`config.mk`:
```
export PLATFORM = sky130hd
export DESIGN_NAME = alfs_cmd_fifo
export DESIGN_NICKNAME = d
export VERILOG_FILES = /design/src/rtl/addressable_led_frame_serializer_assert.svh /design/src/rtl/alfs_pkg.sv /design/src/rtl/alfs_cmd_fifo.sv
export SDC_FILE = /design/constraint.sdc
export NUM_CORES = 1
export LEC_CHECK = 0
export ABC_AREA = 1
export BUFFER_PORTS_ARGS = -buffer_cell sky130_fd_sc_hd__buf_2
export CORE_ASPECT_RATIO = 0.6
export CORE_UTILIZATION = 57
export CTS_CLUSTER_DIAMETER = 200
export CTS_CLUSTER_SIZE = 8
export DETAILED_ROUTE_END_ITERATION = 7
export PLACE_DENSITY = 0.84
export SYNTH_ARGS = -nofsm -noshare
export SYNTH_HDL_FRONTEND = slang
export SYNTH_SLANG_ARGS = --single-unit
```
`constraint.sdc`:
```
create_clock -name clk -period 2 [get_ports clk]
set_input_delay 0.1 -clock clk [delete_from_list [all_inputs] [get_ports clk]]
set_output_delay 0.1 -clock clk [all_outputs]
set_load 0.02 [all_outputs]
```
`src/rtl/addressable_led_frame_serializer_assert.svh`:
```
// ----------------------------------------------------------------------------
// LED frame serializer assertion macros
// Shared property wrappers, all clocked on clk and held off during reset.
// ----------------------------------------------------------------------------
`ifndef ADDRESSABLE_LED_FRAME_SERIALIZER_ASSERT_SVH
`define ADDRESSABLE_LED_FRAME_SERIALIZER_ASSERT_SVH

// same-cycle implication
`define ALFS_ASSERT_NOW(lbl, ante, cons, msg) \
	lbl: assert property (@(posedge clk) disable iff (!arst_n) (ante) |-> (cons)) \
		else $error(msg);

// next-cycle implication
`define ALFS_ASSERT_NEXT(lbl, ante, cons, msg) \
	lbl: assert property (@(posedge clk) disable iff (!arst_n) (ante) |=> (cons)) \
		else $error(msg);

`endif

```
`src/rtl/alfs_pkg.sv`:
```
// ----------------------------------------------------------------------------
// LED frame serializer package
// Shared types, codes and sizes for the frame serializer modules.
// ----------------------------------------------------------------------------
`default_nettype none

package alfs_pkg;

	localparam int PIXEL_COUNT    = 256;
	localparam int PIX_AW         = (PIXEL_COUNT > 1) ? $clog2(PIXEL_COUNT) : 1;
	localparam int WORD_W         = 24;
	localparam int BITS_PER_PIXEL = 24;
	localparam int BIT_AW         = $clog2(BITS_PER_PIXEL + 1);
	localparam int TICK_W         = 16;
	localparam int CFG_IDX_W      = 3;
	localparam int CFG_DATA_W     = 16;
	localparam int FIFO_DEPTH     = 4;
	localparam int FIFO_AW        = $clog2(FIFO_DEPTH);

	// input function codes
	localparam logic [1:0] FUNC_TICK  = 2'd0;
	localparam logic [1:0] FUNC_CLEAR = 2'd1;
	localparam logic [1:0] FUNC_WRITE = 2'd2;
	localparam logic [1:0] FUNC_SHOW  = 2'd3;

	// configuration register indexes
	localparam logic [CFG_IDX_W-1:0] CFG_ONE_HIGH  = 3'd0;
	localparam logic [CFG_IDX_W-1:0] CFG_ONE_LOW   = 3'd1;
	localparam logic [CFG_IDX_W-1:0] CFG_ZERO_HIGH = 3'd2;
	localparam logic [CFG_IDX_W-1:0] CFG_ZERO_LOW  = 3'd3;
	localparam logic [CFG_IDX_W-1:0] CFG_LATCH     = 3'd4;

	localparam logic [7:0]        RST_ONE_HIGH  = 8'd11;
	localparam logic [7:0]        RST_ONE_LOW   = 8'd7;
	localparam logic [7:0]        RST_ZERO_HIGH = 8'd5;
	localparam logic [7:0]        RST_ZERO_LOW  = 8'd12;
	localparam logic [TICK_W-1:0] RST_LATCH     = 16'd480;

	typedef enum logic [1:0] {
		OP_TICK,
		OP_CLEAR,
		OP_WRITE,
		OP_SHOW
	} op_t;

	typedef enum logic [1:0] {
		PH_IDLE,
		PH_HIGH,
		PH_LOW,
		PH_LATCH
	} phase_t;

	typedef struct packed {
		logic [1:0] func;
		logic [7:0] pixel_index;
		logic [7:0] red;
		logic [7:0] green;
		logic [7:0] blue;
	} in_item_t;

	typedef struct packed {
		logic line_level;
		logic busy_res;
		logic frame_done;
	} out_item_t;

	typedef struct packed {
		op_t               op;
		logic              in_range;
		logic [PIX_AW-1:0] addr;
		logic [WORD_W-1:0] colour;
	} cmd_t;

	typedef struct packed {
		logic              clear;
		logic              wr_en;
		logic [PIX_AW-1:0] wr_addr;
		logic [WORD_W-1:0] wr_data;
		logic              rd_en;
		logic [PIX_AW-1:0] rd_addr;
	} store_req_t;

endpackage

`default_nettype wire

```
`src/rtl/alfs_cmd_fifo.sv`:
```
// ----------------------------------------------------------------------------
// Command queue
// Small register queue between the decode front and the sequencer back.
// ----------------------------------------------------------------------------
`default_nettype none

module alfs_cmd_fifo (
	input  wire logic          clk,
	input  wire logic          arst_n,
	input  wire logic          push,
	input  wire alfs_pkg::cmd_t push_cmd,
	input  wire logic          pop,
	output alfs_pkg::cmd_t     head,
	output logic               full,
	output logic               empty
);

	alfs_pkg::cmd_t                entry_q [alfs_pkg::FIFO_DEPTH];
	logic [alfs_pkg::FIFO_AW-1:0] wr_ptr_q;
	logic [alfs_pkg::FIFO_AW-1:0] rd_ptr_q;
	logic [alfs_pkg::FIFO_AW:0]   count_q;

	assign full  = (count_q == (alfs_pkg::FIFO_AW+1)'(alfs_pkg::FIFO_DEPTH));
	assign empty = (count_q == '0);
	assign head  = entry_q[rd_ptr_q];

	always_ff @(posedge clk) begin
		if (push) begin
			entry_q[wr_ptr_q] <= push_cmd;
		end
	end

	always_ff @(posedge clk or negedge arst_n) begin
		if (!arst_n) begin
			wr_ptr_q <= '0;
			rd_ptr_q <= '0;
			count_q  <= '0;
		end else begin
			if (push) begin
				wr_ptr_q <= wr_ptr_q + alfs_pkg::FIFO_AW'(1);
			end
			if (pop) begin
				rd_ptr_q <= rd_ptr_q + alfs_pkg::FIFO_AW'(1);
			end
			unique case ({push, pop})
				2'b10:   count_q <= count_q + (alfs_pkg::FIFO_AW+1)'(1);
				2'b01:   count_q <= count_q - (alfs_pkg::FIFO_AW+1)'(1);
				default: count_q <= count_q;
			endcase
		end
	end

endmodule

`default_nettype wire

```
==> PnR_summary.wiki, run 1 <==
{| class="wikitable"
! Metric !! Value
|-
| Final total power || 11.5 mW
|-
| Total global routing track utilization || 0.241
|-
| Clock Root Buffer || sky130_fd_sc_hd__clkbuf_16
|-
| Vias in the first global route || 3,832
|-
| Crit path max fanout || 45
|-
| Worst setup path class || reg2out
|-
| Top cell type by total area after synthesis || sky130_fd_sc_hd__edfxtp_1
|-
| Critical path's slowest cell || sky130_fd_sc_hd__dfrtp_4
|-
| Cell variety after synth || 19
|-
| Lkg Pwr || 3.11 nW
|-
| Antenna cell count || 0
|-
| Port Buffers || 75
|-
| Final net count || 625
|-
| Max VDD drop || 1060 uV
|-
| First-pass DRT Iterations || 4
|-
| Pin count of the biggest net entering global routing || 46
|-
| Worst setup timing slack at the placement stage || 0.490 ns
|-
| Number of clock buffers inserted by TritonCTS || 17
|-
| Data arrival, critical path || 1.76 ns
|-
| Ranking of synthesized cells by area || sky130_fd_sc_hd__edfxtp_1 70%, sky130_fd_sc_hd__o211ai_1 8.5%, sky130_fd_sc_hd__nand2_1 7.3%, sky130_fd_sc_hd__inv_1 5.2%, sky130_fd_sc_hd__dfrtp_1 2.9%
|-
| Die ar. || 11,000 um2
|-
| List of most frequent post-synthesis cells || 140 x sky130_fd_sc_hd__edfxtp_1, 116 x sky130_fd_sc_hd__nand2_1, 83 x sky130_fd_sc_hd__inv_1
|-
| Critical path buffers and inverters || 2
|-
| Wire length of the first global-routing pass || 19,000 um
|-
| Core Footprint || 10,100 um2
|-
| List of cells traversed by the critical path || buf_12 -> o211ai_1 -> nand2_1 -> buf_2
|-
| # DRC || 0
|-
| Final min period || 1.86 ns
|-
| Setup slack of the critical path after layout || 0.144 ns
|-
| Type of origin of the critical path || register
|-
| Boundary Pins || 76
|-
| Final Util || 0.747
|-
| Share of the cycle needed by the critical path after routing || 0.928
|-
| Max Transition Viols Final || 0
|-
| Routed vias/inst || 5.33
|-
| Setup Viol. Count Final || 0
|-
| Iter 0 DRT Violations || 265
|-
| Number of cells in the finished layout apart from fillers || 728
|-
| Final hold viol count || 0
|-
| Synthesized netlist net count || 502
|-
| Starting density of the core || 0.597
|-
| Area growth from synthesis to layout || 25.1%
|-
| Most frequent cell after synthesis || sky130_fd_sc_hd__edfxtp_1
|-
| Cell area reported after detailed placement || 6500 um2
|-
| Final antenna-violating net count || 0
|-
| Number of cells in the design after placement || 657
|-
| Register area share after synthesis || 0.729
|-
| Number of antenna violations at the first check in global routing || 0
|-
| Summed instance area of the synthesized netlist || 6000 um2
|-
| Worst Max-Slew Pin Slew || 0.456 ns
|-
| Clk pin slew, worst setup/hold paths || 0.06 ns
|-
| Clock sinks || 147
|-
| Post-DP HPWL || 6920 um
|-
| Total Routed Length || 12,100 um
|-
| Deepest clock path buffer count || 2
|-
| Max cap viols || 0
|-
| RSZ-0062 raised after global routing || false
|-
| Fraction of layout instances using a drive strength above 1 || 0.216
|-
| Y dimension of the die || 81.5 um
|-
| Routed length per placed instance || 16.6 um
|-
| Gp weighted congestion || 0.798
|-
| Die X || 134 um
|-
| Avg Cell Area, Syn || 13.1 um2
|-
| CTS tree || yes
|-
| Delay-heaviest family, CP || flip-flops
|-
| Std cell rows || 28
|-
| FF+latch count, synth || 147
|-
| Required time at the worst-slack endpoint || 1.90 ns
|-
| Clk_lat worst skew || 0.42 ns
|-
| Via count of the routed design || 3,878
|-
| Remaining max-slew budget at the tightest pin || 0.696
|-
| Delay of the slowest cell on the worst path || 0.61 ns
|-
| Nature of the critical path endpoint || primary output
|-
| Worst clock skew on the final layout || 0.0128 ns
|-
| Total non-filler cell area in the finished layout || 7510 um2
|-
| Post-synth top area share || 0.700
|-
| Setup Total Neg Slack || 0 ns
|-
| Result of the run || finished, final reports clean
|-
| Worst min-delay path class || in2async
|-
| Worst hold slack || 0.0648 ns
|-
| Total overflow reported by the global router || 0
|-
| Power per unit of standard cell area || 1540 nW/um2
|-
| Count of flip-flops with a built-in enable after synthesis || 140
|-
| Gate count after technology mapping || 457
|-
| Primary flip-flop cell chosen by synthesis mapping || sky130_fd_sc_hd__edfxtp_1
|-
| H-Tree Depth || 4
|-
| YS warnings || 0
|-
| Maximum frequency from static timing analysis || 539 MHz
|-
| Share of synthesized registers carrying an async set or reset || 0.0476
|}
==> final timing paths <==
kind	startpoint	endpoint	slack (ns)	depth (start not counted)
setup / recovery	rd_ptr_q[0]$_DFFE_PN0P_	head[17]	0.14	4
hold / removal	arst_n	count_q[2]$_DFFE_PN0P_	0.06	2
setup reg to reg	wr_ptr_q[0]$_DFFE_PN0P_	entry_q[2][24]$_DFFE_PP_	0.49	5
hold reg to reg	count_q[2]$_DFFE_PN0P_	count_q[2]$_DFFE_PN0P_	0.51	2
max in group asynchronous	arst_n	rd_ptr_q[0]$_DFFE_PN0P_	1.76	2
min in group clk	push_cmd[15]	entry_q[3][15]$_DFFE_PP_	0.43	2
==> per-layer routing <==
layer,up-vias,wire [um],part of all wire,GRT usage
met2,167,5610,0.46,0.390
met1,1868,5240,0.43,0.301
met3,22,1060,0.088,0.0870
met5,-,0,0,0
met4,0,201,0.017,0.0955
li1,1821,-,-,-
==> worst register-to-register path: cells and delay by family, from the launching register on <==
| kind | cells | cell delay, ns |
|---|---|---|
| adders and majority gates | 1 | 0.15 |
| and+or+nand+nor | 1 | 0.06 |
| buffers and inverters | 3 | 0.54 |
| DFF | 1 | 0.42 |
==> registers in the layout (all words and copies together) (netlist names) <==
signal    count
count_q       3
rd_ptr_q      2
wr_ptr_q      2
entry_q     140
==> cells by family after synthesis <==
logic type,share of synthesized area
flops,0.729
simple gates,0.0761
buf+inv,0.0840
compound gates,0.0909
fa+ha+maj,0.0138
xor+xnor,0.00584
==> layout by cell type, fill, tap and decap left out, types with 4 or more instances in the layout <==
master / count
sky130_fd_sc_hd__buf_2: 75
sky130_fd_sc_hd__buf_4: 11
sky130_fd_sc_hd__clkbuf_16: 17
sky130_fd_sc_hd__dfrtp_1: 6
sky130_fd_sc_hd__dlygate4sd3_1: 38
sky130_fd_sc_hd__edfxtp_1: 140
sky130_fd_sc_hd__ha_1: 5
sky130_fd_sc_hd__inv_1: 79
sky130_fd_sc_hd__inv_6: 4
sky130_fd_sc_hd__nand2_1: 116
sky130_fd_sc_hd__o211ai_1: 68
==> cell type report <==
cell class / count / area (um2)
Clock buffer: 18 / 429
Fill cell: 590 / 2540
Tap cell: 135 / 169
Timing Repair Buffer: 128 / 913
Multi-Input combinational cell: 202 / 1120
Inverter: 84 / 318
Sequential cell: 147 / 4380
Clock inverter: 14 / 179
==> timing repair <==
item | in CTS | in global routing
setup buffers | 0 | 1
hold endpoints to repair | 151 | 0
setup endpoints to repair | 0 | 21
hold buffers | 38 | 0
resized for setup | 0 | 2
==> where the power goes <==
part           internal (mW)  switching [mW]
logic                   1.33            2.66
registers               4.05           0.269
clock network           1.98            1.26
total                   7.36            4.19
(Power assumes the default switching activity.)
==> run 2: changes to the inputs <==
- BUFFER_PORTS_ARGS: -buffer_cell sky130_fd_sc_hd__buf_2 -> -buffer_cell sky130_fd_sc_hd__buf_4
- GPL_ROUTABILITY_DRIVEN: not set -> 0
==> PnR_summary.wiki, run 2 (synthesis results as in run 1) <==
{| class="wikitable"
! Metric !! Value
|-
| Crit path max fanout || 15 (-67%)
|-
| Clock sinks || 147 (unchanged)
|-
| Worst min-delay path class || in2async
|-
| Share of the cycle needed by the critical path after routing || 0.944 (+0.0163)
|-
| Lkg Pwr || 3.16 nW (+1.8%)
|-
| Clock Root Buffer || sky130_fd_sc_hd__clkbuf_16
|-
| Total overflow reported by the global router || 0 (unchanged)
|-
| Number of flip-flops in the largest register || 140 (unchanged)
|-
| Fraction of layout instances using a drive strength above 1 || 0.204 (-0.0118)
|-
| RSZ-0062 raised after global routing || false
|-
| Total Routed Length || 12,300 um (+1.6%)
|-
| Max cap viols || 0 (unchanged)
|-
| Post-DP HPWL || 6980 um (+0.96%)
|-
| Final antenna-violating net count || 0 (unchanged)
|-
| Die ar. || 11,000 um2 (unchanged)
|-
| Data arrival, critical path || 1.79 ns (+0.03 ns)
|-
| Area growth from synthesis to layout || 28.0%
|-
| Die X || 134 um (unchanged)
|-
| Max VDD drop || 974 uV (-8.3%)
|-
| Wire length of the first global-routing pass || 18,900 um (-0.58%)
|-
| Required time at the worst-slack endpoint || 1.90 ns (about the same)
|-
| Antenna cell count || 0 (unchanged)
|-
| Vias in the first global route || 3,714 (-3.1%)
|-
| Routed length per placed instance || 16.9 um (+1.6%)
|-
| Power per unit of standard cell area || 1550 nW/um2 (+0.96%)
|-
| Worst setup path class || reg2out
|-
| Maximum frequency from static timing analysis || 529 MHz (-1.7%)
|-
| Number of clock buffers inserted by TritonCTS || 17 (unchanged)
|-
| CTS tree || yes
|-
| Boundary Pins || 76 (unchanged)
|-
| Registers with the most flip-flops || entry_q x140, count_q x3
|-
| Std cell rows || 28 (unchanged)
|-
| Number of cells in the finished layout apart from fillers || 728 (unchanged)
|-
| # DRC || 0 (unchanged)
|-
| Commonest cells after routing, fill and taps aside || 140 x sky130_fd_sc_hd__edfxtp_1, 116 x sky130_fd_sc_hd__nand2_1, 86 x sky130_fd_sc_hd__buf_4
|-
| Deepest clock path buffer count || 2 (unchanged)
|-
| Final min period || 1.89 ns (+0.0326 ns)
|-
| Clk pin slew, worst setup/hold paths || 0.06 ns (about the same)
|-
| Remaining max-slew budget at the tightest pin || 0.702 (+0.00617)
|-
| Iter 0 DRT Violations || 260 (-1.9%)
|-
| Nature of the critical path endpoint || primary output
|-
| Starting density of the core || 0.597 (unchanged)
|-
| Resize count post-CTS || 0 (unchanged)
|-
| Final hold viol count || 0 (unchanged)
|-
| Worst Max-Slew Pin Slew || 0.447 ns (-0.00926 ns)
|-
| Setup Total Neg Slack || 0 ns (unchanged)
|-
| Type of origin of the critical path || register
|-
| Clk_lat worst skew || 0.42 ns (about the same)
|-
| Routed vias/inst || 5.21 (-2.2%)
|-
| H-Tree Depth || 4 (unchanged)
|-
| Number of cells in the design after placement || 657 (unchanged)
|-
| Worst clock skew on the final layout || 0.00635 ns (-0.00649 ns)
|-
| Total of fill cells in the finished design || 556 (-5.8%)
|-
| Max Transition Viols Final || 0 (unchanged)
|-
| Y dimension of the die || 81.5 um (unchanged)
|-
| Final net count || 625 (unchanged)
|-
| Total global routing track utilization || 0.243 (+0.00261)
|-
| Most common cell after layout, fill and taps aside || sky130_fd_sc_hd__edfxtp_1
|-
| Pin count of the biggest net entering global routing || 43 (-6.5%)
|-
| Setup Viol. Count Final || 0 (unchanged)
|-
| First-pass DRT Iterations || 5 (+1)
|-
| Port Buffers || 75 (unchanged)
|-
| Register with the highest flop count || entry_q
|-
| Number of antenna violations at the first check in global routing || 0 (unchanged)
|-
| Core Footprint || 10,100 um2 (unchanged)
|-
| Result of the run || finished, final reports clean
|-
| Via count of the routed design || 3,793 (-2.2%)
|}
## run 2: cell types whose count changed in the layout (fill, tap and decap cells not counted), sizes merged
cell      delta
bufinv       +1
clkinvlp     -2
inv          -6
clkbuf       +2
clkinv       +5
## run 2: worst paths after layout
check | from | to | slack, ns | depth (start not counted)
worst max register to register | wr_ptr_q[1]$_DFFE_PN0P_ | entry_q[1][34]$_DFFE_PP_ | 0.49 | 5
worst min register to register | wr_ptr_q[0]$_DFFE_PN0P_ | wr_ptr_q[0]$_DFFE_PN0P_ | 0.54 | 1
min in group clk | push_cmd[33] | entry_q[3][33]$_DFFE_PP_ | 0.42 | 2
worst max-delay path | rd_ptr_q[0]$_DFFE_PN0P_ | head[31] | 0.11 | 4
worst min-delay path | arst_n | count_q[0]$_DFFE_PN0P_ | 0.05 | 2
max in group asynchronous | arst_n | rd_ptr_q[0]$_DFFE_PN0P_ | 1.81 | 2
## run 2: repair_timing
item                       4_1_cts  5_1_grt
hold endpoints to repair       151        0
setup endpoints to repair        0        8
setup buffers                    0        1
hold buffers                    38        0
## run 2: final cells by class
type / instances / area [um2] / share of cell area
clock buffers: 20 / 437 / 0.0568
clock inverters: 12 / 163 / 0.0212
inverters: 84 / 315 / 0.0410
multi-input cells: 202 / 1120 / 0.146
flip-flops and latches: 147 / 4380 / 0.570
well taps: 135 / 169 / 0.0220
repair buffers: 128 / 1100 / 0.143
## run 2: metrics by stage
step                power [mW]  setup WS [ns]  utilization  area (um2)  hold WS (ns)
CTS                       11.9         0.0275        0.763        7670        0.0164
global route              12.5         0.0145        0.764        7680        0.0708
finish                    11.9          0.111        0.764        7680        0.0534
detailed placement        8.57          0.529        0.666        6690       -0.0831
global placement          8.41          0.588        0.666        6690       -0.0855
floorplan                 7.09          0.246            -        6000        -0.196
## run 2: critical path, cell delays in order (launching register included)
cell and delay (ns):
sky130_fd_sc_hd__dfrtp_4 0.59, sky130_fd_sc_hd__buf_4 0.23, sky130_fd_sc_hd__o211ai_1 0.25, sky130_fd_sc_hd__nand2_1 0.12
sky130_fd_sc_hd__buf_4 0.18
## run 2: report_power, final
part | internal, mW | switching (mW) | leakage [nW]
combinational | 1.65 | 2.75 | 1.50
clock | 2.07 | 1.15 | 0.290
sequential | 4.05 | 0.263 | 1.37
total | 7.76 | 4.16 | 3.16
## run 2: per-layer routing
layer / track usage / share of wire
met1: 0.311 / 0.44
met4: 0.0910 / 0.013
met2: 0.413 / 0.49
met5: 0 / 0
met3: 0.0586 / 0.062
==> run 3: changes to the inputs <==
- PLACE_DENSITY: 0.84 -> not set
- PLACE_DENSITY_LB_ADDON: not set -> 0.08
==> PnR_summary.wiki, run 3 (synthesis results as in run 1) <==
{| class="wikitable"
! Metric !! Value
|-
| Proportion of power drawn by combinational gates || 0.362 (-0.007)
|-
| Worst r2r path cells || 4 (-1)
|-
| Final net count || 623 (-0.32%)
|-
| Post-CTS setup-driven buffer insertion count || 0 (unchanged)
|-
| Switching power share of the total || 0.339 (-0.0106)
|-
| Portion of total power attributed to the clock network || 0.277 (+0.007)
|-
| Clk_lat worst skew || 0.41 ns (about the same)
|-
| Registers with the most flip-flops || entry_q x140, count_q x3
|-
| Total global routing track utilization || 0.223 (-0.0197)
|-
| H-Tree Depth || 4 (unchanged)
|-
| Worst min-delay path class || in2async
|-
| Nature of the critical path endpoint || primary output
|-
| Starting density of the core || 0.597 (unchanged)
|-
| Worst clock skew on the final layout || 0.0109 ns (+0.00457 ns)
|-
| Y dimension of the die || 81.5 um (unchanged)
|-
| Std cell rows || 28 (unchanged)
|-
| Die ar. || 11,000 um2 (unchanged)
|-
| Antenna cell count || 0 (unchanged)
|-
| Total overflow reported by the global router || 0 (unchanged)
|-
| Cell area reported after detailed placement || 6710 um2 (+0.26%)
|-
| Most common cell after layout, fill and taps aside || sky130_fd_sc_hd__edfxtp_1
|-
| Clk pin slew, worst setup/hold paths || 0.06 ns (about the same)
|-
| Switching power || 4.02 mW (-3.6%)
|-
| Final total power || 11.9 mW (-0.54%)
|-
| Fraction of layout instances using a drive strength above 1 || 0.203 (-0.00100)
|-
| Remaining max-slew budget at the tightest pin || 0.703 (+0.000933)
|-
| Final min period || 1.85 ns (-0.0394 ns)
|-
| Worst Max-Slew Pin Slew || 0.446 ns (-0.00140 ns)
|-
| Crit path max fanout || 20 (+5)
|-
| Setup Viol. Count Final || 0 (unchanged)
|-
| Final hold viol count || 0 (unchanged)
|-
| Required time at the worst-slack endpoint || 1.90 ns (about the same)
|-
| Worst setup timing slack at the placement stage || 0.374 ns (-0.154 ns)
|-
| Worst setup path class || reg2out
|-
| Clock Root Buffer || sky130_fd_sc_hd__clkbuf_16
|-
| Max cap viols || 0 (unchanged)
|-
| Maximum frequency from static timing analysis || 541 MHz (+2.1%)
|-
| Clock sinks || 147 (unchanged)
|-
| Data arrival, critical path || 1.75 ns (-0.04 ns)
|-
| Max VDD drop || 913 uV (-6.3%)
|-
| Iter 0 DRT Violations || 195 (-25%)
|-
| Number of flip-flops in the largest register || 140 (unchanged)
|-
| Pin count of the biggest net entering global routing || 61 (+42%)
|-
| Type of origin of the critical path || register
|-
| First-pass DRT Iterations || 4 (-1)
|-
| Total Routed Length || 11,200 um (-8.5%)
|-
| Max Transition Viols Final || 0 (unchanged)
|-
| Share of the cycle needed by the critical path after routing || 0.925 (-0.0197)
|-
| Register with the highest flop count || entry_q
|-
| Post-DP HPWL || 6610 um (-5.3%)
|-
| Boundary Pins || 76 (unchanged)
|-
| Reg power frac || 0.361 (about the same)
|-
| Routed vias/inst || 5.03 (-3.4%)
|-
| Internal Pwr Total || 7.85 mW (+1.1%)
|-
| Vias in the first global route || 3,559 (-4.2%)
|-
| Number of clock buffers inserted by TritonCTS || 17 (unchanged)
|-
| Result of the run || finished, final reports clean
|-
| # DRC || 0 (unchanged)
|-
| Worst hold slack || 0.0504 ns (-0.00292 ns)
|-
| Core Footprint || 10,100 um2 (unchanged)
|-
| Area growth from synthesis to layout || 28.5%
|-
| Via count of the routed design || 3,654 (-3.7%)
|-
| Commonest cells after routing, fill and taps aside || 140 x sky130_fd_sc_hd__edfxtp_1, 116 x sky130_fd_sc_hd__nand2_1, 83 x sky130_fd_sc_hd__buf_4
|-
| Die X || 134 um (unchanged)
|-
| Wire length of the first global-routing pass || 17,600 um (-7.0%)
|-
| Power per unit of standard cell area || 1540 nW/um2 (-0.91%)
|-
| Total of fill cells in the finished design || 622 (+12%)
|-
| CTS tree || yes
|-
| Number of antenna violations at the first check in global routing || 0 (unchanged)
|-
| Deepest clock path buffer count || 2 (unchanged)
|-
| Port Buffers || 75 (unchanged)
|-
| Routed length per placed instance || 15.5 um (-8.3%)
|-
| Lkg Pwr || 3.16 nW (about the same)
|-
| Setup Total Neg Slack || 0 ns (unchanged)
|-
| Final antenna-violating net count || 0 (unchanged)
|-
| Total non-filler cell area in the finished layout || 7710 um2 (+0.37%)
|-
| Setup slack of the critical path after layout || 0.150 ns (+0.0394 ns)
|-
| RSZ-0062 raised after global routing || false
|}
-- run 3: power by group through the flow --
| stage | clock (mW) | combinational, mW | sequential (mW) |
|---|---|---|---|
| 2_1_floorplan | 0 | 2.86 | 4.24 |
| 3_3_place_gp | 0 | 4.20 | 4.32 |
| 3_5_place_dp | 0 | 4.27 | 4.34 |
| 4_1_cts | 3.34 | 4.35 | 4.28 |
| 5_1_grt | 3.47 | 4.70 | 4.33 |
| 6_report | 3.29 | 4.30 | 4.28 |
-- run 3: layout make-up --
cell class / instances / area [um2] / area share
clock buffers: 23 / 468 / 0.0607
clock inverters: 9 / 154 / 0.0200
inverters: 84 / 315 / 0.0409
multi-input cells: 202 / 1120 / 0.145
flip-flops and latches: 147 / 4380 / 0.568
well taps: 135 / 169 / 0.0219
repair buffers: 126 / 1100 / 0.143
-- run 3: routing by layer --
metal | vias up | share of wire | GRT usage
li1 | 1816 | - | -
met1 | 1738 | 0.46 | 0.282
met2 | 92 | 0.48 | 0.372
met3 | 8 | 0.051 | 0.0593
met4 | 0 | 0.0058 | 0.101
met5 | - | 0 | 0
-- run 3: final timing paths --
path,startpoint,slack [ns],end
hold / removal,arst_n,0.05,rd_ptr_q[0]$_DFFE_PN0P_
hold reg to reg,count_q[2]$_DFFE_PN0P_,0.52,count_q[2]$_DFFE_PN0P_
setup reg to reg,wr_ptr_q[0]$_DFFE_PN0P_,0.40,entry_q[3][3]$_DFFE_PP_
max in group asynchronous,arst_n,1.81,rd_ptr_q[0]$_DFFE_PN0P_
min in group clk,push_cmd[15],0.43,entry_q[0][15]$_DFFE_PP_
setup / recovery,rd_ptr_q[1]$_DFFE_PN0P_,0.15,head[1]
-- run 3: worst max-delay path, stage by stage (launching register included) --
cell	delay, ns
sky130_fd_sc_hd__dfrtp_1	0.40
sky130_fd_sc_hd__inv_2	0.33
sky130_fd_sc_hd__buf_12	0.23
sky130_fd_sc_hd__o211ai_1	0.11
sky130_fd_sc_hd__nand2_1	0.11
sky130_fd_sc_hd__buf_4	0.15
-- run 3: what timing repair did --
item                                   4_1_cts  5_1_grt
hold buffers                                38        0
endpoints found under the hold margin      151        0
setup endpoints to repair                    0        0
gates resized for setup                      0        0
-- run 3: stage by stage --
step            util  instances
3_5_place_dp   0.667        656
6_report       0.767        726
2_1_floorplan      -        457
5_1_grt        0.767        726
4_1_cts        0.767        726
3_3_place_gp   0.667        656
