File: config.mk
export PLATFORM = sky130hd
export DESIGN_NAME = alfs_back
export DESIGN_NICKNAME = d
export VERILOG_FILES = /design/src/rtl/alfs_pkg.sv /design/src/rtl/alfs_back.sv
export VERILOG_INCLUDE_DIRS = /design/src /design/src/rtl
export SDC_FILE = /design/constraint.sdc
export NUM_CORES = 1
export LEC_CHECK = 0
export CORE_MARGIN = 3
export CORE_UTILIZATION = 30
export CTS_CLUSTER_DIAMETER = 60
export DETAILED_ROUTE_END_ITERATION = 6
export DONT_BUFFER_PORTS = 1
export HOLD_SLACK_MARGIN = 0.12
export PLACE_DENSITY = 0.51
export SKIP_LAST_GASP = 1
export SYNTH_ARGS = -nofsm -noshare
export SYNTH_HDL_FRONTEND = slang
export SYNTH_SLANG_ARGS = --single-unit
export TNS_END_PERCENT = 20
File: constraint.sdc
create_clock -name clk -period 5.46 [get_ports clk]
set_input_delay 0.273 -clock clk [delete_from_list [all_inputs] [get_ports clk]]
set_output_delay 0.273 -clock clk [all_outputs]
set_load 0.02 [all_outputs]
File: src/rtl/addressable_led_frame_serializer_assert.svh
// ----------------------------------------------------------------------------
// LED frame serializer assertion macros
// Shared property wrappers, all clocked on clk and held off during reset.
// ----------------------------------------------------------------------------
`ifndef ADDRESSABLE_LED_FRAME_SERIALIZER_ASSERT_SVH
`define ADDRESSABLE_LED_FRAME_SERIALIZER_ASSERT_SVH

// same-cycle implication
`define ALFS_ASSERT_NOW(lbl, ante, cons, msg) \
	lbl: assert property (@(posedge clk) disable iff (!arst_n) (ante) |-> (cons)) \
		else $error(msg);

// next-cycle implication
`define ALFS_ASSERT_NEXT(lbl, ante, cons, msg) \
	lbl: assert property (@(posedge clk) disable iff (!arst_n) (ante) |=> (cons)) \
		else $error(msg);

`endif

File: src/rtl/alfs_pkg.sv
// ----------------------------------------------------------------------------
// LED frame serializer package
// Shared types, codes and sizes for the frame serializer modules.
// ----------------------------------------------------------------------------
`default_nettype none

package alfs_pkg;

	localparam int PIXEL_COUNT    = 256;
	localparam int PIX_AW         = (PIXEL_COUNT > 1) ? $clog2(PIXEL_COUNT) : 1;
	localparam int WORD_W         = 24;
	localparam int BITS_PER_PIXEL = 24;
	localparam int BIT_AW         = $clog2(BITS_PER_PIXEL + 1);
	localparam int TICK_W         = 16;
	localparam int CFG_IDX_W      = 3;
	localparam int CFG_DATA_W     = 16;
	localparam int FIFO_DEPTH     = 4;
	localparam int FIFO_AW        = $clog2(FIFO_DEPTH);

	// input function codes
	localparam logic [1:0] FUNC_TICK  = 2'd0;
	localparam logic [1:0] FUNC_CLEAR = 2'd1;
	localparam logic [1:0] FUNC_WRITE = 2'd2;
	localparam logic [1:0] FUNC_SHOW  = 2'd3;

	// configuration register indexes
	localparam logic [CFG_IDX_W-1:0] CFG_ONE_HIGH  = 3'd0;
	localparam logic [CFG_IDX_W-1:0] CFG_ONE_LOW   = 3'd1;
	localparam logic [CFG_IDX_W-1:0] CFG_ZERO_HIGH = 3'd2;
	localparam logic [CFG_IDX_W-1:0] CFG_ZERO_LOW  = 3'd3;
	localparam logic [CFG_IDX_W-1:0] CFG_LATCH     = 3'd4;

	localparam logic [7:0]        RST_ONE_HIGH  = 8'd11;
	localparam logic [7:0]        RST_ONE_LOW   = 8'd7;
	localparam logic [7:0]        RST_ZERO_HIGH = 8'd5;
	localparam logic [7:0]        RST_ZERO_LOW  = 8'd12;
	localparam logic [TICK_W-1:0] RST_LATCH     = 16'd480;

	typedef enum logic [1:0] {
		OP_TICK,
		OP_CLEAR,
		OP_WRITE,
		OP_SHOW
	} op_t;

	typedef enum logic [1:0] {
		PH_IDLE,
		PH_HIGH,
		PH_LOW,
		PH_LATCH
	} phase_t;

	typedef struct packed {
		logic [1:0] func;
		logic [7:0] pixel_index;
		logic [7:0] red;
		logic [7:0] green;
		logic [7:0] blue;
	} in_item_t;

	typedef struct packed {
		logic line_level;
		logic busy_res;
		logic frame_done;
	} out_item_t;

	typedef struct packed {
		op_t               op;
		logic              in_range;
		logic [PIX_AW-1:0] addr;
		logic [WORD_W-1:0] colour;
	} cmd_t;

	typedef struct packed {
		logic              clear;
		logic              wr_en;
		logic [PIX_AW-1:0] wr_addr;
		logic [WORD_W-1:0] wr_data;
		logic              rd_en;
		logic [PIX_AW-1:0] rd_addr;
	} store_req_t;

endpackage

`default_nettype wire

File: src/rtl/alfs_back.sv
// ----------------------------------------------------------------------------
// Waveform sequencer
// Executes queued commands, drives the frame store and builds result beats.
// ----------------------------------------------------------------------------
`default_nettype none

`include "addressable_led_frame_serializer_assert.svh"

module alfs_back (
	input  wire logic                              clk,
	input  wire logic                              arst_n,
	input  wire logic                              cfg_wr_en,
	input  wire logic [alfs_pkg::CFG_IDX_W-1:0]    cfg_index,
	input  wire logic [alfs_pkg::CFG_DATA_W-1:0]   cfg_wdata,
	input  wire alfs_pkg::cmd_t                    cmd,
	input  wire logic                              fifo_empty,
	output logic                                   pop,
	output alfs_pkg::store_req_t                   store_req,
	input  wire logic [alfs_pkg::WORD_W-1:0]       rd_word,
	output logic                                   valid,
	input  wire logic                              stall,
	output alfs_pkg::out_item_t                    out_item
);

	logic [7:0]                        one_high_q;
	logic [7:0]                        one_low_q;
	logic [7:0]                        zero_high_q;
	logic [7:0]                        zero_low_q;
	logic [alfs_pkg::TICK_W-1:0]       latch_q;

	alfs_pkg::phase_t                  phase_q, phase_d;
	logic [alfs_pkg::PIX_AW-1:0]       pix_q, pix_d;
	logic [alfs_pkg::BIT_AW-1:0]       bit_q, bit_d;
	logic [alfs_pkg::TICK_W-1:0]       tick_q, tick_d;
	logic [alfs_pkg::WORD_W-1:0]       shift_q, shift_d;
	logic                              load_pend_q;

	logic                              out_valid_q;
	alfs_pkg::out_item_t               out_item_q;
	alfs_pkg::out_item_t               res;

	logic                              exec;
	logic                              is_tick;
	logic [alfs_pkg::WORD_W-1:0]       cur_word;
	logic [alfs_pkg::TICK_W-1:0]       tick_inc;
	logic [alfs_pkg::BIT_AW-1:0]       bit_inc;
	logic                              high_done;
	logic                              low_done;
	logic                              latch_done;
	logic                              bit_last;
	logic                              pix_last;

	assign exec    = !fifo_empty && (!out_valid_q || !stall);
	assign pop     = exec;
	assign is_tick = (cmd.op == alfs_pkg::OP_TICK);

	// a freshly read pixel is used straight from the store output
	assign cur_word = load_pend_q ? rd_word : shift_q;

	assign tick_inc   = tick_q + alfs_pkg::TICK_W'(1);
	assign bit_inc    = bit_q + alfs_pkg::BIT_AW'(1);
	assign high_done  = tick_inc >= alfs_pkg::TICK_W'(cur_word[alfs_pkg::WORD_W-1] ?
	                    one_high_q : zero_high_q);
	assign low_done   = tick_inc >= alfs_pkg::TICK_W'(cur_word[alfs_pkg::WORD_W-1] ?
	                    one_low_q : zero_low_q);
	assign latch_done = tick_inc >= latch_q;
	assign bit_last   = bit_inc >= alfs_pkg::BIT_AW'(alfs_pkg::BITS_PER_PIXEL);
	assign pix_last   = pix_q >= alfs_pkg::PIX_AW'(alfs_pkg::PIXEL_COUNT - 1);

	// next phase
	always_comb begin
		phase_d = phase_q;
		if (exec) begin
			unique case (phase_q)
				alfs_pkg::PH_IDLE: begin
					if (cmd.op == alfs_pkg::OP_SHOW) begin
						phase_d = alfs_pkg::PH_HIGH;
					end
				end
				alfs_pkg::PH_HIGH: begin
					if (is_tick && high_done) begin
						phase_d = alfs_pkg::PH_LOW;
					end
				end
				alfs_pkg::PH_LOW: begin
					if (is_tick && low_done) begin
						phase_d = (bit_last && pix_last) ? alfs_pkg::PH_LATCH :
						          alfs_pkg::PH_HIGH;
					end
				end
				alfs_pkg::PH_LATCH: begin
					if (is_tick && latch_done) begin
						phase_d = alfs_pkg::PH_IDLE;
					end
				end
				default: phase_d = phase_q;
			endcase
		end
	end

	// counters, store requests and result
	always_comb begin
		pix_d     = pix_q;
		bit_d     = bit_q;
		tick_d    = tick_q;
		shift_d   = cur_word;
		store_req = '0;
		res       = '0;
		if (exec) begin
			unique case (phase_q)
				alfs_pkg::PH_IDLE: begin
					unique case (cmd.op)
						alfs_pkg::OP_CLEAR: store_req.clear = 1'b1;
						alfs_pkg::OP_WRITE: begin
							store_req.wr_en   = cmd.in_range;
							store_req.wr_addr = cmd.addr;
							store_req.wr_data = cmd.colour;
						end
						alfs_pkg::OP_SHOW: begin
							store_req.rd_en   = 1'b1;
							store_req.rd_addr = '0;
							pix_d             = '0;
							bit_d             = '0;
							tick_d            = '0;
							res.busy_res      = 1'b1;
						end
						default: res = '0;
					endcase
				end
				alfs_pkg::PH_HIGH: begin
					res.busy_res   = 1'b1;
					res.line_level = 1'b1;
					if (is_tick) begin
						tick_d = high_done ? '0 : tick_inc;
					end
				end
				alfs_pkg::PH_LOW: begin
					res.busy_res = 1'b1;
					if (is_tick) begin
						tick_d = tick_inc;
						if (low_done) begin
							tick_d  = '0;
							shift_d = {cur_word[alfs_pkg::WORD_W-2:0], 1'b0};
							bit_d   = bit_inc;
							if (bit_last) begin
								bit_d = '0;
								if (!pix_last) begin
									pix_d             = pix_q + alfs_pkg::PIX_AW'(1);
									store_req.rd_en   = 1'b1;
									store_req.rd_addr = pix_q + alfs_pkg::PIX_AW'(1);
								end
							end
						end
					end
				end
				alfs_pkg::PH_LATCH: begin
					res.busy_res = 1'b1;
					if (is_tick) begin
						tick_d = tick_inc;
						if (latch_done) begin
							res.frame_done = 1'b1;
							tick_d         = '0;
							pix_d          = '0;
							bit_d          = '0;
						end
					end
				end
				default: res = '0;
			endcase
		end
	end

	always_ff @(posedge clk or negedge arst_n) begin
		if (!arst_n) begin
			one_high_q  <= alfs_pkg::RST_ONE_HIGH;
			one_low_q   <= alfs_pkg::RST_ONE_LOW;
			zero_high_q <= alfs_pkg::RST_ZERO_HIGH;
			zero_low_q  <= alfs_pkg::RST_ZERO_LOW;
			latch_q     <= alfs_pkg::RST_LATCH;
		end else if (cfg_wr_en) begin
			unique case (cfg_index)
				alfs_pkg::CFG_ONE_HIGH:  one_high_q  <= cfg_wdata[7:0];
				alfs_pkg::CFG_ONE_LOW:   one_low_q   <= cfg_wdata[7:0];
				alfs_pkg::CFG_ZERO_HIGH: zero_high_q <= cfg_wdata[7:0];
				alfs_pkg::CFG_ZERO_LOW:  zero_low_q  <= cfg_wdata[7:0];
				alfs_pkg::CFG_LATCH:     latch_q     <= cfg_wdata;
				default:                 latch_q     <= latch_q;
			endcase
		end
	end

	always_ff @(posedge clk or negedge arst_n) begin
		if (!arst_n) begin
			phase_q     <= alfs_pkg::PH_IDLE;
			pix_q       <= '0;
			bit_q       <= '0;
			tick_q      <= '0;
			shift_q     <= '0;
			load_pend_q <= 1'b0;
			out_valid_q <= 1'b0;
		end else begin
			phase_q     <= phase_d;
			pix_q       <= pix_d;
			bit_q       <= bit_d;
			tick_q      <= tick_d;
			shift_q     <= shift_d;
			load_pend_q <= store_req.rd_en;
			if (!out_valid_q || !stall) begin
				out_valid_q <= exec;
			end
		end
	end

	always_ff @(posedge clk) begin
		if (exec) begin
			out_item_q <= res;
		end
	end

	assign valid    = out_valid_q;
	assign out_item = out_item_q;

	`ALFS_ASSERT_NEXT(a_show_reads_store,
		exec && phase_q == alfs_pkg::PH_IDLE && cmd.op == alfs_pkg::OP_SHOW,
		load_pend_q && phase_q == alfs_pkg::PH_HIGH, "show did not start a pixel read")
	`ALFS_ASSERT_NOW(a_idle_counters_clear, phase_q == alfs_pkg::PH_IDLE,
		bit_q == '0 && tick_q == '0 && pix_q == '0, "counters left dirty while idle")
	`ALFS_ASSERT_NEXT(a_busy_cmd_holds,
		exec && phase_q != alfs_pkg::PH_IDLE && !is_tick,
		phase_q == $past(phase_q) && tick_q == $past(tick_q), "busy command moved the waveform")
	`ALFS_ASSERT_NOW(a_bit_in_range, 1'b1,
		bit_q < alfs_pkg::BIT_AW'(alfs_pkg::BITS_PER_PIXEL), "bit counter ran past a pixel")

endmodule

`default_nettype wire

==> results of run 1 <==
[cell usage in the layout (no fill, tap or decap), types with 9 or more instances in the layout]
| master | count |
|---|---|
| xnor2_1 | 15 |
| dfstp_2 | 14 |
| nand2_1 | 53 |
| and2_1 | 36 |
| nor2_1 | 24 |
| a32o_1 | 9 |
| nor3_1 | 10 |
| o21ai_0 | 28 |
| inv_1 | 28 |
| dfrtp_1 | 91 |
| a21oi_1 | 11 |
| nand3_1 | 13 |
| clkbuf_16 | 9 |
| mux4_2 | 14 |
| o211ai_1 | 10 |
| mux2_2 | 37 |
| ha_1 | 35 |
| dlygate4sd3_1 | 22 |
| mux2i_1 | 16 |
[routing by layer]
metal | global-route usage (%) | share of wire, %
met1 | 18.9 | 48
met2 | 20.1 | 45
met3 | 4.28 | 6.1
met4 | 3.28 | 1.2
met5 | 0 | 0
[sequential cells by signal, summed over array words and instances (netlist names)]
signal	flops
shift_q	24
latch_q	16
tick_q	16
one_high_q	8
one_low_q	8
pix_q	8
zero_high_q	8
zero_low_q	8
bit_q	5
out_item	3
phase_q	2
load_pend_q	1
valid	1
[worst max-delay path, cell delays in order, from the launching register on]
cell and delay (ns):
dfrtp_1 0.57, nand3_4 0.20, or4_4 0.62, and2_2 0.22, or2_2 0.29, ha_1 0.29
a21o_1 0.18, a21o_1 0.17, a221oi_1 0.29, nand2_1 0.17, nor3_1 0.68, or2_1 0.46
a32o_1 0.23
[cells by family after synthesis]
logic type               after synthesis
AO/OA/AOI/OAI                        110
XOR/XNOR                              17
adder cells (fa/ha/maj)               35
buffers and inverters                 52
flip-flops                           108
multiplexers                          77
AND/OR/NAND/NOR                      193
[path summary, 6_finish.rpt]
check / end / depth (start not counted) / slack (ns) / from
min: shift_q[7]$_DFF_PN0_ / 1 / 0.14 / rd_word[6]
max reg2reg: tick_q[3]$_DFFE_PN0P_ / 12 / 1.00 / tick_q[5]$_DFFE_PN0P_
max: tick_q[3]$_DFFE_PN0P_ / 12 / 1.00 / tick_q[5]$_DFFE_PN0P_
min reg2reg: zero_low_q[0]$_DFFE_PN0P_ / 1 / 0.50 / zero_low_q[0]$_DFFE_PN0P_
max in group asynchronous: pix_q[6]$_DFFE_PN0P_ / 2 / 4.47 / arst_n
min in group asynchronous: tick_q[1]$_DFFE_PN0P_ / 2 / 0.54 / arst_n
[what timing repair did]
item | in CTS | in global routing
hold buffers | 23 | 0
hold endpoints to repair | 157 | 0
endpoints found under the setup margin | 0 | 0
[metrics by stage]
step / instances / total power (W) / setup WS, ns / hold WS (ns)
after global placement: 848 / 0.00187 / 1.18 / -0.0159
final: 887 / 0.00261 / 1.00 / 0.138
after CTS: 887 / 0.00264 / 1.01 / 0.124
after detailed placement: 848 / 0.00189 / 1.09 / -0.0161
after global routing: 887 / 0.00279 / 0.712 / 0.133
after floorplan: 592 / 0.00171 / 1.42 / -0.0226
[power groups by stage]
stage	Combinational (W)	Clock (W)	Sequential, W
after detailed placement	0.000722	0	0.00117
after global placement	0.000701	0	0.00117
after CTS	0.000760	0.000722	0.00116
after global routing	0.000846	0.000751	0.00119
final	0.000750	0.000696	0.00116
after floorplan	0.000594	0	0.00112
[cell type report]
type	instances	area [sq um]
Sequential cell	108	2740
Clock inverter	6	76.3
Timing Repair Buffer	28	285
Inverter	28	105
Tap cell	275	344
Fill cell	2059	13800
Clock buffer	10	239
Multi-Input combinational cell	432	3650
==> impl_metrics.ini, run 1 <==
[synthesis]
ys_ff_latch = 108
synth_edf_count = 3
ys_warn_count = 0
synthMostInstantiatedCell = dfrtp_1
ys.flop_type = dfrtp_1
synth_fa_ha_area_share_pct = 6.64
synth_xor_area_share_pct = 2.48
synth-simple-area-share_pct = 16.2
synth_top_area_share_pct = 34.5
syn_avg_cell_area_sq_um = 11.1
synthMuxAreaShare_pct = 17.1
synth_common_cells = dfrtp_1, nand2_1, mux2_2
yosysTopAreaCell = dfrtp_1
yosysUniqueCellTypes = 76
synthesis.area_sq_mm = 0.00660
ys_async_sr_fraction_pct = 97.2
synth_area_leaders = dfrtp_1, ha_1, mux2_2
syn-num-nets = 710
ys_seq_area_share_pct = 41.4
synth_top_family_by_area = multiplexers
synth_compound_gate_area_share_pct = 12.7
synthCells = 592

[clocking]
clk_pin_slew_ns = 0.08
cts_tree = done
cts_buffers = 9
postCtsSetupBuffers = 0
cts_root_buffer = clkbuf_16
insertion_delay_ns = 0.35
cts-resized-gates = 0
clockBufferDepth = 2
numClockSinks = 108
cts_max_level = 3

[global_route]
grt_max_degree = 106
grt_use_total_pct = 13.4
grt_pass1_wl_um = 25900
antenna_found_initial = 0
grt_pass1_vias = 4766
grt.overflow.total = 0

[routing]
via_per_inst = 5.29
dr.first_iter.drc_count = 367
dr_total_vias = 4694
remaining_drc_errors = 0
drt_pass1_iterations = 5
wl_per_cell_um = 18.3
ant_nets = 0
routed_wl_um = 16200

[timing]
setup_tns_ns = 0
slew_violations = 0
skew_ns = 0.00966
worst_pin_slew_ns = 1.19
fmax_mhz = 224
period_share_pct = 81.6
period_minus_slack_ns = 4.46
relSlewSlack_pct = 20.3
final-hold-violation-count = 0
setup_viol = 0
rsz0062_at_grt = false

[worst_setup_path]
cp_max_fo = 10
cp_data_arrival_time_ns = 4.74
worstPathRequired_ns = 5.75
crit_path_start_kind = flop
path_class = reg -> reg
cp-end-kind = flop

[hold_path]
min_path_type = in -> reg

[final_layout]
fin_area_sq_mm = 0.00744
drive_gt1_share_pct = 19.0
utilization_pct = 34.9
nNetsFinal = 725
antenna_cells = 0
syn2layout_area_growth_pct = 12.7

[flow_run]
drv_cap = 0

[pwr]
power.density_mw_per_mm2 = 351
power.switching_w = 0.000839
netSwitchingFraction_pct = 32.1
p_seq_share_pct = 44.6
pwr-share-comb_pct = 28.7
p_leak_nw = 3.23
vdd_drop_max_uv = 223
clockPowerShare_pct = 26.7
p_int_w = 0.00177

[place]
gp_congestion = 0.880
post-dp-hpwl_um = 11900
io_buffers = 0
placed_cell_area_sq_mm = 0.00688

[die]
die_y_um = 154
start_util_pct = 31.0
io_pins = 131
fp.dieW_um = 154
core_sq_mm = 0.0213
rows = 53
die_area_sq_mm = 0.0238

[outcome]
status = finished clean
(Power assumes the default switching activity.)
==> inputs of run 2 (changes only) <==
PLACE_DENSITY = 0.52   (was 0.51)
clock period = 4.04 ns   (was 5.46 ns; I/O delays follow)
==> impl_metrics.ini, run 2 (synthesis gave the netlist of run 1 again) <==
[timing]
setup_viol = 0
skew_ns = 0.00728
setup_tns_ns = 0
rsz0062_at_grt = true
period_share_pct = 95.3
worst_pin_slew_ns = 1.23
period_minus_slack_ns = 3.85
hold_slack_ns = 0.207
slew_violations = 0
fmax_mhz = 260
final-hold-violation-count = 0
relSlewSlack_pct = 17.2

[routing]
wl_per_cell_um = 18.2
dr_total_vias = 4869
routed_wl_um = 16900
wl_met1_um = 8060
dr.first_iter.drc_count = 376
top_layer = met4
remaining_drc_errors = 0
wl_met2_um = 7950
ant_nets = 0
via_per_inst = 5.24
wl_met3_um = 712
drt_pass1_iterations = 4

[clocking]
clockBufferDepth = 2
cts_max_level = 3
cts_buffers = 9
cts_root_buffer = clkbuf_16
insertion_delay_ns = 0.36
postCtsSetupBuffers = 0
cts_tree = done
numClockSinks = 108
clk_pin_slew_ns = 0.08

[worst_setup_path]
path_cells = nand3_1 > or4_4 > and2_2 > or2_2 > ha_1 > a21o_1 > a21o_1 > a221oi_1 > nand2_1 > o21ba_2 > o31ai_4 > mux2_2
crit_start = tick_q[2]$_DFFE_PN0P_
path_class = reg -> reg
slowest_delay_ns = 0.59
cp_data_arrival_time_ns = 4.15
path_buf_inv = 0
worstPathRequired_ns = 4.34
cpLargestDelayFamily = simple AND/OR/NAND/NOR gates
slowest_stage = or4_4
r2r-start = tick_q[2]$_DFFE_PN0P_
crit_path_frequent_cell = a21o_1
cp-end-kind = flop
r2r_slack_ns = 0.19
cp_max_fo = 9
crit_path_start_kind = flop

[pwr]
vdd_drop_max_uv = 302
p_int_w = 0.00245
power.switching_w = 0.00120
netSwitchingFraction_pct = 32.9
p_seq_share_pct = 43.2
clockPowerShare_pct = 26.0
p_leak_nw = 3.44
power.density_mw_per_mm2 = 465
p_total_w = 0.00365
pwr-share-comb_pct = 30.8

[hold_path]
min_path_type = in -> reg
min_from = cmd[34]

[outcome]
status = finished clean

[die]
die_area_sq_mm = 0.0238
rows = 53
core_sq_mm = 0.0213
fp.dieW_um = 154
start_util_pct = 31.0
io_pins = 131
die_y_um = 154

[place]
gp_congestion = 0.823
post-dp-hpwl_um = 12300
io_buffers = 0
dp.cells = 865

[global_route]
antenna_found_initial = 0
grt.overflow.total = 0
grt_pass1_wl_um = 27000
grt_pass1_vias = 5005
grt_use_total_pct = 14.0
grt_max_degree = 106

[final_layout]
layout_commonest_cell = dfrtp_1
drive_gt1_share_pct = 20.9
largest_register = shift_q
nNetsFinal = 767
fill_cells = 2052
largest_reg_flops = 24
final_cell_mix = dfrtp_1, nand2_1, dlygate4sd3_1
antenna_cells = 0
top_regs = shift_q: 24 flops, latch_q: 16 flops, tick_q: 16 flops
stdcell_count = 929
utilization_pct = 36.9
syn2layout_area_growth_pct = 18.9

[flow_run]
drv_cap = 0
run 2: cell types whose count changed in the layout (fill, tap and decap cells not counted), sizes merged:
cell         delta
buf            +17
dlygate4sd3    +25
inv             +1
clkbuf          -1
run 2: layout make-up:
| type | count | area [sq um] | area share [%] |
|---|---|---|---|
| multi-input combinational | 432 | 3670 | 46.7 |
| sequential | 108 | 2740 | 34.9 |
| timing repair buffer | 70 | 676 | 8.61 |
| tap | 275 | 344 | 4.39 |
| clock buffer | 9 | 225 | 2.87 |
| inverter | 28 | 105 | 1.34 |
| clock inverter | 7 | 91.3 | 1.16 |
run 2: worst paths after layout:
path                                              to  cells past startpoint
hold reg to reg            zero_low_q[0]$_DFFE_PN0P_                      1
hold / removal             out_item[0]$_SDFFCE_PN0P_                      2
setup reg to reg                pix_q[0]$_DFFE_PN0P_                     12
setup / recovery                pix_q[0]$_DFFE_PN0P_                     12
max in group asynchronous     phase_q[1]$_DFFE_PN0P_                      2
min in group asynchronous    latch_q[10]$_DFFE_PN0P_                      2
run 2: power groups by stage:
| stage | logic [W] | clock network (W) | registers, W |
|---|---|---|---|
| 6_report | 0.00112 | 0.000950 | 0.00158 |
| 4_1_cts | 0.00112 | 0.000976 | 0.00157 |
| 2_1_floorplan | 0.000803 | 0 | 0.00151 |
| 3_5_place_dp | 0.00103 | 0 | 0.00158 |
| 5_1_grt | 0.00125 | 0.00102 | 0.00161 |
| 3_3_place_gp | 0.00100 | 0 | 0.00158 |
run 2: metal layers:
metal | vias up | track usage [%]
li1 | 2305 | -
met1 | 2454 | 19.5
met2 | 97 | 22.3
met3 | 13 | 3.19
met4 | 0 | 3.28
met5 | - | 0
run 2: metrics by stage:
stage	setup slack, ns	instance area [sq um]
final	0.189	7850
after global routing	-0.0387	7850
after CTS	0.0859	7830
after detailed placement	0.212	7020
after global placement	0.270	7020
after floorplan	0.0643	6600
run 2: timing repair:
action                                  CTS  global route
hold buffers                             48             0
hold endpoints to repair                179             0
endpoints found under the setup margin    0            30
gates resized for setup                   0             5
==> inputs of run 3 (changes only) <==
GPL_TIMING_DRIVEN = 0   (was unset)
==> impl_metrics.ini, run 3 (synthesis gave the netlist of run 1 again) <==
[pwr]
p_int_w = 0.00246
p_total_w = 0.00372
p_seq_share_pct = 41.9
pwr-share-comb_pct = 34.7
netSwitchingFraction_pct = 33.8
power.switching_w = 0.00126
p_leak_nw = 3.50
power.density_mw_per_mm2 = 463
vdd_drop_max_uv = 257
clockPowerShare_pct = 23.4

[worst_setup_path]
path_cells = buf_4 > nand3_4 > or4_4 > and2_2 > or2_2 > ha_1 > a21o_1 > a21o_1 > a221oi_1 > nand2_1 > o21ba_2 > o31ai_4 > buf_4 > o21ba_1
slowest_stage = or4_4
cp_data_arrival_time_ns = 4.20
cp_max_fo = 10
slowest_delay_ns = 0.61
cp-end-kind = flop
worstPathRequired_ns = 4.34
ff2ff_path_depth = 14
path_class = reg -> reg
crit_path_start_kind = flop

[clocking]
cts_buffers = 9
cts_root_buffer = clkbuf_16
numClockSinks = 108
cts_tree = done
cts_max_level = 3
clk_pin_slew_ns = 0.08
insertion_delay_ns = 0.36
clockBufferDepth = 2

[routing]
wl_per_cell_um = 18.8
via_per_inst = 5.32
dr_total_vias = 5057
drt_pass1_iterations = 5
ant_nets = 0
remaining_drc_errors = 0
dr.first_iter.drc_count = 319
routed_wl_um = 17900

[global_route]
grt_use_total_pct = 14.8
grt_max_degree = 106
grt.overflow.total = 0
antenna_found_initial = 0
grt_pass1_vias = 5262
grt_pass1_wl_um = 28300

[final_layout]
top_regs = shift_q: 24 flops, latch_q: 16 flops, tick_q: 16 flops
largest_reg_flops = 24
antenna_cells = 0
drive_gt1_share_pct = 22.3
stdcell_count = 951
syn2layout_area_growth_pct = 21.8
fill_cells = 2046
layout_commonest_cell = dfrtp_1
final_cell_mix = dfrtp_1, nand2_1, dlygate4sd3_1
nNetsFinal = 789
seq_area_sq_mm = 0.00274
largest_register = shift_q
multiInputGateArea_sq_mm = 0.00377

[place]
dp.cells = 867
post-place-ws_ns = -1.38
io_buffers = 0
gp_congestion = 0.848
post-dp-hpwl_um = 12600

[flow_run]
drv_cap = 0

[timing]
setup_viol = 0
period_minus_slack_ns = 3.90
final-hold-violation-count = 0
relSlewSlack_pct = 33.1
worst_pin_slew_ns = 1.00
skew_ns = 0.0115
rsz0062_at_grt = true
fmax_mhz = 256
setup_ws_ns = 0.136
period_share_pct = 96.6
slew_violations = 0

[die]
core_sq_mm = 0.0213
start_util_pct = 31.0
fp.dieW_um = 154
io_pins = 131
die_y_um = 154
rows = 53
die_area_sq_mm = 0.0238

[hold_path]
min_path_type = in -> reg
hold_depth = 2

[outcome]
status = finished clean
## run 3: cell types whose count changed in the layout (fill, tap and decap cells not counted), moves of 2 or more
cell           previous run  this run
nor3_1                    9         5
buf_2                     0         2
nor2_1                   24        21
nor2_2                    0         3
dlygate4sd3_1            47        53
clkbuf_1                  0        14
clkinv_4                  0         2
buf_4                    21        17
nor3_4                    0         3
buf_6                     0         4
## run 3: cell type report
type / count / area share (%)
multi-input cells: 432 / 46.9
flip-flops and latches: 108 / 34.1
repair buffers: 69 / 8.34
well taps: 275 / 4.28
clock buffers: 9 / 2.80
plain buffers: 23 / 1.59
inverters: 28 / 1.31
clock inverters: 7 / 0.732
## run 3: path summary, 6_finish.rpt
path	startpoint	endpoint	slack, ns
worst max-delay path	tick_q[5]$_DFFE_PN0P_	pix_q[7]$_DFFE_PN0P_	0.14
worst min-delay path	cmd[34]	out_item[0]$_SDFFCE_PN0P_	0.20
worst max register to register	tick_q[5]$_DFFE_PN0P_	pix_q[7]$_DFFE_PN0P_	0.14
worst min register to register	zero_low_q[6]$_DFFE_PN0P_	zero_low_q[6]$_DFFE_PN0P_	0.51
max in group asynchronous	arst_n	load_pend_q$_DFF_PN0_	3.09
min in group asynchronous	arst_n	tick_q[9]$_DFFE_PN0P_	0.48
## run 3: worst max-delay path: cells and delay by family, from the launching register on
| family | cells | cell delay [ns] |
|---|---|---|
| buf+inv | 2 | 0.38 |
| flops | 1 | 0.33 |
| compound gates | 6 | 1.30 |
| simple gates | 5 | 1.55 |
| fa+ha+maj | 1 | 0.29 |
## run 3: stage by stage
stage	setup TNS, ns	area (sq um)	utilization (%)	hold WS, ns
after floorplan	0	6600	-	-0.0936
after global placement	-71.02	6940	32.6	-0.0874
after CTS	0	7930	37.2	0.186
after detailed placement	-70.70	6950	32.6	-0.0900
after global routing	-0.142	8040	37.8	0.208
final	0	8040	37.8	0.200
## run 3: repair_timing
| item | CTS | global route |
|---|---|---|
| endpoints found under the setup margin | 65 | 39 |
| gates resized for setup | 25 | 7 |
| hold endpoints to repair | 179 | 0 |
| buffers inserted | 4 | 11 |
| hold buffers | 54 | 0 |
| pin swaps | 2 | 3 |
## run 3: layer usage
layer  global-route usage [%]  routed length (um)  vias up  part of all wire [%]
met5                        0                   0        -                     0
met4                     3.36                 214        0                   1.2
met3                     4.06                 848       15                   4.7
met2                     23.1                8470      121                    47
met1                     20.5                8360     2560                    47
li1                         -                   -     2361                     -
## run 3: power by group through the flow
stage,Combinational [W],Sequential [W],Clock [W]
4_1_cts,0.00122,0.00156,0.000900
6_report,0.00129,0.00156,0.000871
3_3_place_gp,0.000995,0.00156,0
5_1_grt,0.00143,0.00159,0.000945
3_5_place_dp,0.00104,0.00156,0
2_1_floorplan,0.000803,0.00151,0
